**config.mk**
```make
export PLATFORM = sky130hd
export DESIGN_NAME = window_tiling_layout_top
export DESIGN_NICKNAME = d
export VERILOG_FILES = /design/src/design/wtl_pkg.sv /design/src/design/wtl_scale.sv /design/src/design/window_tiling_layout_top.sv
export SDC_FILE = /design/constraint.sdc
export NUM_CORES = 2
export LEC_CHECK = 0
export ABC_AREA = 1
export ABC_CLOCK_PERIOD_IN_PS = 7000
export BUFFER_PORTS_ARGS = -buffer_cell sky130_fd_sc_hd__buf_2
export CORE_UTILIZATION = 60
export DETAILED_ROUTE_END_ITERATION = 16
export PLACE_DENSITY_LB_ADDON = 0.2
export SYNTH_ARGS = -nofsm -noshare
export SYNTH_HDL_FRONTEND = slang
export SYNTH_SLANG_ARGS = --single-unit
```
**constraint.sdc**
```tcl
create_clock -name clock -period 7 [get_ports clock]
set_input_delay 0.7 -clock clock [delete_from_list [all_inputs] [get_ports clock]]
set_output_delay 0.7 -clock clock [all_outputs]
set_load 0.03 [all_outputs]
```
**src/design/wtl_pkg.sv**
```systemverilog
`timescale 1ns / 1ps

package wtl_pkg;

   localparam int MaxWindows = 64;
   localparam int MinWidth   = 160;
   localparam int MinHeight  = 120;
   localparam int InsetDiv   = 12;
   // reciprocal scaling for the 16-bit quotient path and the index split
   localparam int RecipShift = 24;
   localparam int IdxShift   = 12;

   typedef enum logic [1:0] {
      PRESET_FOCUS   = 2'd0,
      PRESET_COLUMNS = 2'd1,
      PRESET_GRID    = 2'd2
   } preset_type;

   typedef enum logic [1:0] {
      ACT_POSITION = 2'd0,
      ACT_MINIMIZE = 2'd1,
      ACT_RANGE    = 2'd2
   } action_type;

   typedef enum logic [1:0] {
      CSR_AREA_LEFT   = 2'd0,
      CSR_AREA_TOP    = 2'd1,
      CSR_AREA_RIGHT  = 2'd2,
      CSR_AREA_BOTTOM = 2'd3
   } csr_index_type;

   typedef struct packed {
      logic [1:0] req_type;
      logic [6:0] window_total;
      logic [5:0] window_index;
   } req_type_type;

   typedef struct packed {
      logic signed [15:0] rect_left;
      logic signed [15:0] rect_top;
      logic signed [15:0] rect_right;
      logic signed [15:0] rect_bottom;
      logic        [1:0]  action;
   } rsp_type;

endpackage

```
**src/design/wtl_scale.sv**
```systemverilog
`timescale 1ns / 1ps

// Registered quotient: floor(num / d) as (num * ceil(2^24 / d)) >> 24.
module wtl_scale (
   input  logic        clock,
   input  logic [15:0] num,
   input  logic [24:0] recip,
   output logic [15:0] quot
);
   import wtl_pkg::*;

   logic [40:0] prod;
   logic [15:0] quot_ff;

   assign prod = {25'd0, num} * {16'd0, recip};

   always_ff @(posedge clock) begin
      quot_ff <= prod[RecipShift +: 16];
   end

   assign quot = quot_ff;

endmodule

```
**src/design/window_tiling_layout_top.sv**
```systemverilog
`timescale 1ns / 1ps

// Window tiling layout. A transaction (preset, window count, window index) is taken at any
// clock edge with start high and busy low; busy is high only while reset is held, so one
// transaction per cycle is sustained once reset is released.
// The placed rectangle appears on rsp_item with rsp_valid high for exactly one cycle; the
// receiver cannot stall and every result must be taken then. The datapath is a six-stage
// pipeline: decode and reciprocal lookup, quotient multiply, column/row split, offset
// multiply, edge adds, minimum size and saturation.
// The work area registers are written through csr_we/csr_index/csr_wdata and must only be
// changed while no transaction is in flight.
module window_tiling_layout_top (
   input  logic                  clock,
   input  logic                  reset,
   input  logic                  start,
   output logic                  busy,
   input  wtl_pkg::req_type_type req_item,
   output logic                  rsp_valid,
   output wtl_pkg::rsp_type      rsp_item,
   input  logic                  csr_we,
   input  logic [1:0]            csr_index,
   input  logic [15:0]           csr_wdata
);
   import wtl_pkg::*;

   // ---------------- work area registers ----------------
   logic signed [15:0] area_left_ff, area_top_ff, area_right_ff, area_bottom_ff;

   always_ff @(posedge clock) begin
      if (reset) begin
         area_left_ff   <= 16'sd0;
         area_top_ff    <= 16'sd0;
         area_right_ff  <= 16'sd1920;
         area_bottom_ff <= 16'sd1080;
      end else if (csr_we) begin
         unique case (csr_index)
            CSR_AREA_LEFT:   area_left_ff   <= csr_wdata;
            CSR_AREA_TOP:    area_top_ff    <= csr_wdata;
            CSR_AREA_RIGHT:  area_right_ff  <= csr_wdata;
            CSR_AREA_BOTTOM: area_bottom_ff <= csr_wdata;
            default: ;
         endcase
      end
   end

   // ---------------- constant tables ----------------
   // recip_tab[d] = ceil(2^24/d): exact floor for 16-bit numerators, d up to 64
   // idx_tab[c]   = ceil(2^12/c): exact floor for 6-bit indices, c up to 8
   // grid_cols/grid_rows by clamped count
   logic [24:0] recip_tab [0:MaxWindows];
   logic [12:0] idx_tab   [0:8];
   logic [3:0]  grid_cols [0:MaxWindows];
   logic [6:0]  grid_rows [0:MaxWindows];

   function automatic int ceil_sqrt(input int n);
      int c;
      c = 1;
      while (c * c < n) c++;
      return c;
   endfunction

   assign recip_tab[0] = '0;
   assign idx_tab[0]   = '0;
   assign grid_cols[0] = 4'd1;
   assign grid_rows[0] = 7'd1;

   for (genvar d = 1; d <= MaxWindows; d++) begin : g_recip
      localparam int Recip = ((1 << RecipShift) + d - 1) / d;
      localparam int Cols  = (d <= 2) ? d : ceil_sqrt(d);
      localparam int Rows  = (d + Cols - 1) / Cols;
      assign recip_tab[d] = 25'(Recip);
      assign grid_cols[d] = 4'(Cols);
      assign grid_rows[d] = 7'(Rows);
   end

   for (genvar c = 1; c <= 8; c++) begin : g_idx
      localparam int Recip = ((1 << IdxShift) + c - 1) / c;
      assign idx_tab[c] = 13'(Recip);
   end

   // ---------------- stage 1: decode ----------------
   logic               accept;
   logic [6:0]         cnt;
   logic signed [16:0] wdiff, hdiff;
   preset_type         preset;
   logic [6:0]         div_x_in, div_y_in;

   logic               s1_valid_ff;
   preset_type         s1_preset_ff;
   action_type         s1_action_ff;
   logic [5:0]         s1_idx_ff;
   logic [6:0]         s1_cnt_ff;
   logic [15:0]        s1_width_ff, s1_height_ff;
   logic [24:0]        s1_rx_ff, s1_ry_ff;
   logic [3:0]         s1_cols_ff;
   logic [6:0]         s1_rows_ff;
   logic [12:0]        s1_rc_ff;

   assign busy   = reset;
   assign accept = start && !busy;
   assign cnt    = (req_item.window_total > 7'(MaxWindows)) ? 7'(MaxWindows)
                                                            : req_item.window_total;
   assign wdiff  = {area_right_ff[15], area_right_ff} - {area_left_ff[15], area_left_ff};
   assign hdiff  = {area_bottom_ff[15], area_bottom_ff} - {area_top_ff[15], area_top_ff};

   always_comb begin
      unique case (req_item.req_type)
         PRESET_FOCUS:   preset = PRESET_FOCUS;
         PRESET_COLUMNS: preset = PRESET_COLUMNS;
         default:        preset = PRESET_GRID;   // code 3 acts as grid
      endcase
      unique case (preset)
         PRESET_FOCUS: begin
            div_x_in = 7'(InsetDiv);
            div_y_in = 7'(InsetDiv);
         end
         PRESET_COLUMNS: begin
            div_x_in = cnt;
            div_y_in = 7'd1;
         end
         default: begin
            div_x_in = {3'd0, grid_cols[cnt]};
            div_y_in = grid_rows[cnt];
         end
      endcase
   end

   always_ff @(posedge clock) begin
      if (reset) s1_valid_ff <= 1'b0;
      else       s1_valid_ff <= accept;
   end

   always_ff @(posedge clock) begin
      s1_preset_ff <= preset;
      if ({1'b0, req_item.window_index} >= cnt)
         s1_action_ff <= ACT_RANGE;
      else if (preset == PRESET_FOCUS && req_item.window_index != 6'd0)
         s1_action_ff <= ACT_MINIMIZE;
      else
         s1_action_ff <= ACT_POSITION;
      s1_idx_ff    <= req_item.window_index;
      s1_cnt_ff    <= cnt;
      s1_width_ff  <= (wdiff < 17'sd1) ? 16'd1 : wdiff[15:0];
      s1_height_ff <= (hdiff < 17'sd1) ? 16'd1 : hdiff[15:0];
      s1_rx_ff     <= recip_tab[div_x_in];
      s1_ry_ff     <= recip_tab[div_y_in];
      s1_cols_ff   <= grid_cols[cnt];
      s1_rows_ff   <= grid_rows[cnt];
      s1_rc_ff     <= idx_tab[grid_cols[cnt]];
   end

   // ---------------- stage 2: quotients, grid row ----------------
   logic [15:0] qx, qy;
   logic [18:0] row_prod;

   wtl_scale u_scale_x (.clock(clock), .num(s1_width_ff),  .recip(s1_rx_ff), .quot(qx));
   wtl_scale u_scale_y (.clock(clock), .num(s1_height_ff), .recip(s1_ry_ff), .quot(qy));

   assign row_prod = {13'd0, s1_idx_ff} * {6'd0, s1_rc_ff};

   logic       s2_valid_ff;
   preset_type s2_preset_ff;
   action_type s2_action_ff;
   logic [5:0] s2_idx_ff, s2_row_ff;
   logic [6:0] s2_cnt_ff, s2_rows_ff;
   logic [3:0] s2_cols_ff;

   always_ff @(posedge clock) begin
      if (reset) s2_valid_ff <= 1'b0;
      else       s2_valid_ff <= s1_valid_ff;
   end

   always_ff @(posedge clock) begin
      s2_preset_ff <= s1_preset_ff;
      s2_action_ff <= s1_action_ff;
      s2_idx_ff    <= s1_idx_ff;
      s2_row_ff    <= row_prod[IdxShift +: 6];
      s2_cnt_ff    <= s1_cnt_ff;
      s2_rows_ff   <= s1_rows_ff;
      s2_cols_ff   <= s1_cols_ff;
   end

   // ---------------- stage 3: column, multipliers, last flags ----------------
   logic [9:0] row_cols;
   logic [5:0] col;
   logic [5:0] xi_in, yi_in;
   logic       lastx_in, lasty_in;

   assign row_cols = {4'd0, s2_row_ff} * {6'd0, s2_cols_ff};
   assign col      = s2_idx_ff - row_cols[5:0];

   always_comb begin
      unique case (s2_preset_ff)
         PRESET_FOCUS: begin
            xi_in    = 6'd1;
            yi_in    = 6'd1;
            lastx_in = 1'b0;
            lasty_in = 1'b0;
         end
         PRESET_COLUMNS: begin
            xi_in    = s2_idx_ff;
            yi_in    = 6'd0;
            lastx_in = ({1'b0, s2_idx_ff} + 7'd1) == s2_cnt_ff;
            lasty_in = 1'b1;
         end
         default: begin
            xi_in    = col;
            yi_in    = s2_row_ff;
            lastx_in = ({1'b0, col} + 7'd1) == {3'd0, s2_cols_ff};
            lasty_in = ({1'b0, s2_row_ff} + 7'd1) == s2_rows_ff;
         end
      endcase
   end

   logic        s3_valid_ff;
   preset_type  s3_preset_ff;
   action_type  s3_action_ff;
   logic [5:0]  s3_xi_ff, s3_yi_ff;
   logic        s3_lastx_ff, s3_lasty_ff;
   logic [15:0] s3_qx_ff, s3_qy_ff;

   always_ff @(posedge clock) begin
      if (reset) s3_valid_ff <= 1'b0;
      else       s3_valid_ff <= s2_valid_ff;
   end

   always_ff @(posedge clock) begin
      s3_preset_ff <= s2_preset_ff;
      s3_action_ff <= s2_action_ff;
      s3_xi_ff     <= xi_in;
      s3_yi_ff     <= yi_in;
      s3_lastx_ff  <= lastx_in;
      s3_lasty_ff  <= lasty_in;
      s3_qx_ff     <= qx;
      s3_qy_ff     <= qy;
   end

   // ---------------- stage 4: offsets ----------------
   logic [21:0] offx_in, offy_in;

   assign offx_in = {16'd0, s3_xi_ff} * {6'd0, s3_qx_ff};
   assign offy_in = {16'd0, s3_yi_ff} * {6'd0, s3_qy_ff};

   logic        s4_valid_ff;
   preset_type  s4_preset_ff;
   action_type  s4_action_ff;
   logic        s4_lastx_ff, s4_lasty_ff;
   logic [15:0] s4_qx_ff, s4_qy_ff;
   logic [21:0] s4_offx_ff, s4_offy_ff;

   always_ff @(posedge clock) begin
      if (reset) s4_valid_ff <= 1'b0;
      else       s4_valid_ff <= s3_valid_ff;
   end

   always_ff @(posedge clock) begin
      s4_preset_ff <= s3_preset_ff;
      s4_action_ff <= s3_action_ff;
      s4_lastx_ff  <= s3_lastx_ff;
      s4_lasty_ff  <= s3_lasty_ff;
      s4_qx_ff     <= s3_qx_ff;
      s4_qy_ff     <= s3_qy_ff;
      s4_offx_ff   <= offx_in;
      s4_offy_ff   <= offy_in;
   end

   // ---------------- stage 5: raw edges ----------------
   logic signed [24:0] l_in, t_in, r_in, b_in;
   logic signed [24:0] wl25, wt25, wr25, wb25, qx25, qy25;

   assign wl25 = 25'(area_left_ff);
   assign wt25 = 25'(area_top_ff);
   assign wr25 = 25'(area_right_ff);
   assign wb25 = 25'(area_bottom_ff);
   assign qx25 = $signed({9'd0, s4_qx_ff});
   assign qy25 = $signed({9'd0, s4_qy_ff});
   assign l_in = wl25 + $signed({3'd0, s4_offx_ff});
   assign t_in = wt25 + $signed({3'd0, s4_offy_ff});

   always_comb begin
      if (s4_preset_ff == PRESET_FOCUS) begin
         r_in = wr25 - qx25;
         b_in = wb25 - qy25;
      end else begin
         r_in = s4_lastx_ff ? wr25 : l_in + qx25;
         b_in = s4_lasty_ff ? wb25 : t_in + qy25;
      end
   end

   logic               s5_valid_ff;
   action_type         s5_action_ff;
   logic signed [24:0] s5_l_ff, s5_t_ff, s5_r_ff, s5_b_ff;

   always_ff @(posedge clock) begin
      if (reset) s5_valid_ff <= 1'b0;
      else       s5_valid_ff <= s4_valid_ff;
   end

   always_ff @(posedge clock) begin
      s5_action_ff <= s4_action_ff;
      s5_l_ff      <= l_in;
      s5_t_ff      <= t_in;
      s5_r_ff      <= r_in;
      s5_b_ff      <= b_in;
   end

   // ---------------- stage 6: minimum size, saturation ----------------
   function automatic logic signed [15:0] sat16(input logic signed [24:0] v);
      if (v > 25'sd32767)       return 16'sh7fff;
      else if (v < -25'sd32768) return 16'sh8000;
      else                      return v[15:0];
   endfunction

   logic signed [24:0] r_fix, b_fix;
   rsp_type            rsp_in;

   assign r_fix = (s5_r_ff - s5_l_ff < 25'(MinWidth))  ? s5_l_ff + 25'(MinWidth)  : s5_r_ff;
   assign b_fix = (s5_b_ff - s5_t_ff < 25'(MinHeight)) ? s5_t_ff + 25'(MinHeight) : s5_b_ff;

   always_comb begin
      rsp_in.action = s5_action_ff;
      if (s5_action_ff == ACT_POSITION) begin
         rsp_in.rect_left   = sat16(s5_l_ff);
         rsp_in.rect_top    = sat16(s5_t_ff);
         rsp_in.rect_right  = sat16(r_fix);
         rsp_in.rect_bottom = sat16(b_fix);
      end else begin
         rsp_in.rect_left   = '0;
         rsp_in.rect_top    = '0;
         rsp_in.rect_right  = '0;
         rsp_in.rect_bottom = '0;
      end
   end

   logic    s6_valid_ff;
   rsp_type s6_rsp_ff;

   always_ff @(posedge clock) begin
      if (reset) s6_valid_ff <= 1'b0;
      else       s6_valid_ff <= s5_valid_ff;
   end

   always_ff @(posedge clock) begin
      s6_rsp_ff <= rsp_in;
   end

   assign rsp_valid = s6_valid_ff;
   assign rsp_item  = s6_rsp_ff;

   // ---------------- assertions ----------------
   a_latency: assert property (@(posedge clock) disable iff (reset)
      accept |-> ##6 rsp_valid)
      else $error("result missing six cycles after accept");

   a_no_spurious: assert property (@(posedge clock) disable iff (reset)
      rsp_valid |-> $past(accept, 6))
      else $error("result without a matching transaction");

   a_zero_rect: assert property (@(posedge clock) disable iff (reset)
      (rsp_valid && rsp_item.action != ACT_POSITION) |->
         (rsp_item.rect_left == 16'sd0 && rsp_item.rect_right == 16'sd0 &&
          rsp_item.rect_top == 16'sd0 && rsp_item.rect_bottom == 16'sd0))
      else $error("non-placed result carries a rectangle");

   a_minimize_focus: assert property (@(posedge clock) disable iff (reset)
      (s2_valid_ff && s2_action_ff == ACT_MINIMIZE) |-> s2_preset_ff == PRESET_FOCUS)
      else $error("minimize outside focus preset");

endmodule

```
# Word-level counts from Yosys, hierarchy flattened
# Memory sizes are Yosys's and may differ from the RTL's. A register that Yosys moved wholly into a read port is not among the register bits.
# Index checks and enable logic that the tools add are counted.
[word_totals]
reg_bits = 494
latchBits = 0
mem_bits_rw = 0
romBits = 8016
inputBits = 37
output_inout_bits = 68
wordCells = 158
n_memories = 5
[classes]
addsub = 16
mul = 6
n_div = 0
n_lt_le_gt_ge = 15
n_eq_ne = 9
shifts = 0
muxes = 27
n_bitwise = 5
reduce_logical = 18
[memory_table]
columns = ["name", "depth", "width", "rd", "rd_clocked_by_memory_dff", "write_ports", "line", "text"]
rows = [
  ["(name not given)", 128, 25, 1, 1, 0, "window_tiling_layout_top.sv:146", "s1_ry_ff <= recip_tab[div_y_in];"],
  ["(name not given)", 128, 25, 1, 1, 0, "window_tiling_layout_top.sv:145", "s1_rx_ff <= recip_tab[div_x_in];"],
  ["(name not given)", 128, 7, 1, 0, 0, "window_tiling_layout_top.sv:148", "s1_rows_ff <= grid_rows[cnt];"],
  ["(name not given)", 128, 4, 1, 0, 0, "window_tiling_layout_top.sv:149", "s1_rc_ff <= idx_tab[grid_cols[cnt]];"],
  ["(name not given)", 16, 13, 1, 1, 0, "window_tiling_layout_top.sv:149", ""],
]
[op_table]
columns = ["op", "count"]
rows = [
  ["$mux 25", 6],
  ["$mul 16x25->40", 2],
  ["$mux 16", 4],
  ["$mux 15", 4],
  ["$add 24x17->25", 2],
  ["$gt 25x16->1 const B", 2],
  ["$lt 25x16->1 const B", 2],
  ["$sub 25x24->25", 2],
  ["$add 16x23->24", 2],
  ["$gt 24x16->1 const B", 2],
  ["$lt 24x16->1 const B", 2],
  ["$mul 6x16->22", 2],
  ["$sub 16x17->18", 2],
  ["$lt 17x2->1 const B", 2],
  ["$sub 16x16->17", 2],
  ["$pmux 7 s2", 2],
  ["$add 24x8->25 const B", 1],
  ["$add 24x9->25 const B", 1],
  ["$lt 25x8->1 const B", 1],
  ["$lt 25x9->1 const B", 1],
  ["$not 7->8", 3],
  ["$pmux 6 s2", 2],
  ["$add 6x1->7 const B", 3],
  ["$mux 7", 3],
  ["other kinds (22)", 41],
]

# Longest topological paths before layout
[logic_depth]
depth_word = 8
depth_mapped = 30
depth_no_buf = 28

# Cells and area by module
# Synthesis repeated with hierarchy kept, for this count alone.
[hier_totals]
cells_unflattened = 8471
hier_area_um2 = 62701.4
[modules_own_cells]
columns = ["module", "instances", "cells_per_inst", "area_per_inst_um2", "seq_area_each_um2"]
rows = [
  ["window_tiling_layout_top", 1, 4818, 35663.0, 10269.8],
  ["wtl_scale at u_scale_x", 1, 1836, 13573.0, 320.3],
  ["wtl_scale at u_scale_y", 1, 1817, 13465.4, 320.3],
]

# Worst setup path before layout
# OpenSTA, ideal clock, no wires.
[synth_timing]
path_kind = "reg-to-reg"
startpoint = "register s1_ry_ff[13]"
endpoint = "register u_scale_y.quot_ff[13] (netlist: u_scale_y.quot[13])"
setup_ns = 0.072
arrival_time_ns = 5.674
required_time_ns = 6.928
path_slack_ns = 1.255
stages_incl_launch_ff = 27
n_path_buf = 2
period_less_slack_ns = 5.745
path_cell_list = "dfxtp_1 clkbuf_1 clkbuf_1 nand2_1 fa_1 inv_1 fa_1 inv_1 fa_1 inv_1 fa_1 fa_1 inv_1 fa_1 inv_1 ha_1 nand2_1 nor4_1 nand2_1 nand2_1 nand2_1 nand2_1 a21oi_1 o21ai_0 a21oi_1 o21ai_0 xor2_1"
[synth_via]
elab_chain_cells = 1
[synth_lines]
columns = ["element", "line", "text"]
rows = [
  ["start: declaration", "window_tiling_layout_top.sv:94", "logic [24:0] s1_rx_ff, s1_ry_ff;"],
  ["$mul 16x25->40", "wtl_scale.sv:15", "assign prod = {25'd0, num} * {16'd0, recip};"],
  ["via u_scale_y.prod[37]", "wtl_scale.sv:12", "logic [40:0] prod;"],
  ["end signal: assignment", "wtl_scale.sv:18", "quot_ff <= prod[RecipShift +: 16];"],
  ["end: declaration", "wtl_scale.sv:13", "logic [15:0] quot_ff;"],
]
# The timed path passes the listed nets, and every way through them passes these cells.
# A chain may end at the register's enable or synchronous reset.

# Worst setup path in the final report
[layout_timing]
startpoint = "register s1_ry_ff[8]"
endpoint = "register u_scale_y.quot_ff[14] (netlist: u_scale_y.quot[14])"
# The elaborated chain is that of the path after synthesis.

==> flow_summary.toml <==
[clock_network]
ctsResizeCount = 0
clk_pin_slew_ns = 0.06
htreeDepth = 2
clkLatencyLatePin_ns = 0.68
holdBufCountCts = 0
cts_setup_buffers = 0
cts.sinks = 545
clock_path_buffers = 3
clockRootBuffer = "clkbuf_16"
cts_buffers = 61
cts_tree = "done"

[power]
leakage_uw = 0.0357
vdd_ir_drop_max_v = 0.000422
cellPowerDensity_nw_per_um2 = 533

[final_layout]
nets = 9438
n_antenna_cell = 0
drive_gt1_share_pct = 4.90
postLayoutCoreUtil_pct = 64.6
area_growth_pct = 6.16

[global_route]
grt_max_degree = 65
grt_overflow = 0
grt_pass1_wl_mm = 266
use_met3_pct = 4.82
grt_use_met1_pct = 42.5
busiest_layer = "met2"
grt_pass1_vias = 51400
grtUsageMet2_pct = 53.8
track_usage_pct = 32.4
antenna_found_initial = 4

[synthesis]
synth_top_area_share_pct = 26.5
synth_edf_count = 0
synth.cell_area_um2 = 61200
syn_nets = 9480
synthTopCellsByArea = "fa_1 (26%), dfxtp_1 (18%), nand2_1 (13%), inv_1 (11%), ha_1 (11%)"
yosysMostFrequentCell = "nand2_1"
ys_seq_area_share_pct = 17.8
syn_inst = 8110
syn_avg_cell_area_um2 = 7.54
netlist_top_cells_count = "nand2_1 (2059), inv_1 (1813), fa_1 (809)"
ys_ff_latch = 545
ys_types = 65
yosysTopAreaCell = "fa_1"
synth_async_sr_flop_share_pct = 0
synth_flop_cell = "dfxtp_1"
ys.warnings.count = 0

[routing]
totalWireLength_mm = 165
drtIter0Drc = 4041
avgViaCountPerCell = 5.41
first_pass_iters = 7
route.detailed.drc = 0
num_vias = 51300
drtAntennaViolNets = 0
wl_per_cell_um = 17.4

[placed_design]
gp_congestion = 0.977
pre_cts_ws_ns = 0.599
hpwl_mm = 135
io_buffers = 104

[floorplan]
dieArea_um2 = 103000
pin_count = 105
core_region_area_um2 = 101000
start_util_pct = 60.8
die_y_um = 321
die_w_um = 321
row_count = 116

[critical_path]
r2r_start = "s1_ry_ff[8]"
critPathMaxFanout = 16
criticalPathCategory = "flop to flop"
ff2ff_path_depth = 24
reg2reg_slack_ns = 0.50
worstPathRequired_ns = 7.56
crit_arrival_ns = 7.05
regToRegEndpoint = "u_scale_y.quot[14]"
end_kind = "flop"
crit_path_start_kind = "flop"

[sta]
period_share_pct = 92.8
hold_viol_final = 0
rsz0062_at_grt = "false"
fin_crit_ns = 6.50
setup_viol = 0
slew_viol_final = 0
setup-tns-final_ns = 0
fmax_ghz = 0.154
setup_slack_ns = 0.504
slew_headroom_pct = 25.4
worst_pin_slew_ns = 1.12
fin_skew_ns = 0.0173

[worst_hold_path]
holdCritStartpoint = "req_item[0]"
hold_end = "s1_idx_ff[0]"
hold_depth = 1
hp-class = "input port to flop"

[job]
drv_cap = 0

[status]
status = "finished, final reports clean"
## sequential cells by signal (all words and copies together), names as in the netlist, 22 cells and up
name	flops
rsp_item	66
s1_rx_ff	25
s1_ry_ff	22
s4_offx_ff	22
s4_offy_ff	22
s5_b_ff	25
s5_l_ff	24
s5_r_ff	25
s5_t_ff	24
## critical path, cell delays in order (launching register included)
cell and delay [ns]:
dfxtp_1 0.90, nand2_1 0.22, inv_1 0.14, fa_1 0.43, inv_1 0.08, fa_1 0.44, fa_1 0.51, inv_1 0.05
fa_1 0.49, fa_1 0.49, inv_1 0.05, fa_1 0.48, inv_1 0.05, ha_1 0.31, nand2_1 0.08, o21a_1 0.19
o221ai_1 0.14, a21oi_1 0.06, o21ai_0 0.45, nand2_1 0.10, o211ai_1 0.15, nand2_1 0.10, o211ai_1 0.17, a21oi_1 0.14
xor2_1 0.15
## cell families (layout without fill, tap and decap cells)
family,count (synthesis),in the layout,synth area share [%]
AOI/OAI and AO/OA,998,998,9.13
xor gates and xnor gates,265,265,3.86
adders and majority gates,1333,1333,37.2
buffers and inverters,2111,2121,13.1
DFF,545,545,17.8
muxes,1,1,0.0184
and+or+nand+nor,2857,2857,18.9
## layout make-up
class	instances	area (um^2)
Inverter	1837	6900
Tap cell	1357	1700
Fill cell	8965	35600
Timing Repair Buffer	169	1010
Clock inverter	47	579
Multi-Input combinational cell	5454	42300
Sequential cell	545	10900
Clock buffer	68	1580
## per-stage QoR
stage | hold slack (ns) | power (uW) | std cells | cell area (um^2)
floorplan | 0.310 | 24400 | 8110 | 61200
global placement | 0.310 | 30500 | 9362 | 62800
detailed placement | 0.312 | 31000 | 9362 | 62800
CTS | 0.114 | 34600 | 9477 | 64900
global route | 0.139 | 38500 | 9477 | 64900
finish | 0.145 | 34600 | 9477 | 64900
## cell usage in the layout (no fill, tap or decap), drive strengths merged, types with 7 or more instances in the layout
cell type	instances
nand4	52
o21a	22
buf	169
o21ai	310
a22oi	10
a21oi	493
or2	8
o221ai	8
fa	809
clkbuf	68
o211ai	35
dfxtp	545
a31oi	35
nand2	2095
o22ai	10
nor3	60
xnor2	79
nor4	17
a21o	10
a211oi	10
and2	7
o21bai	17
nand3b	15
nor2	390
inv	1841
clkinvlp	11
clkinv	23
ha	524
o31ai	13
bufinv	9
xor2	186
a21boi	8
nand3	207
## how the worst max path moves through the flow
stage / cells past startpoint / startpoint / slack (ns) / to
3_3_place_gp: 24 / s1_ry_ff[8] / 0.70 / u_scale_y.quot[14]
3_5_place_dp: 24 / s1_ry_ff[8] / 0.60 / u_scale_y.quot[14]
6_report: 24 / s1_ry_ff[8] / 0.50 / u_scale_y.quot[14]
4_1_cts: 22 / s1_height_ff[3] / 0.58 / u_scale_y.quot[14]
2_1_floorplan: 26 / s1_ry_ff[13] / 1.25 / u_scale_y.quot[13]
5_1_grt: 24 / s1_height_ff[2] / 0.13 / u_scale_y.quot[13]
## per-layer routing
| metal | vias up | part of all wire (%) |
|---|---|---|
| met5 | - | 0.020 |
| met4 | 4 | 4.2 |
| met3 | 406 | 7.5 |
| met2 | 1993 | 46 |
| met1 | 24400 | 42 |
| li1 | 24500 | - |
## where the power goes
part / leakage, uW / switching, uW / internal, uW
registers: 0.00455 / 1350 / 4220
logic: 0.0301 / 16100 / 9490
clock network: 0.00103 / 1460 / 1990
total: 0.0357 / 18900 / 15700
Note: power is estimated with default switching activity, not from simulation.
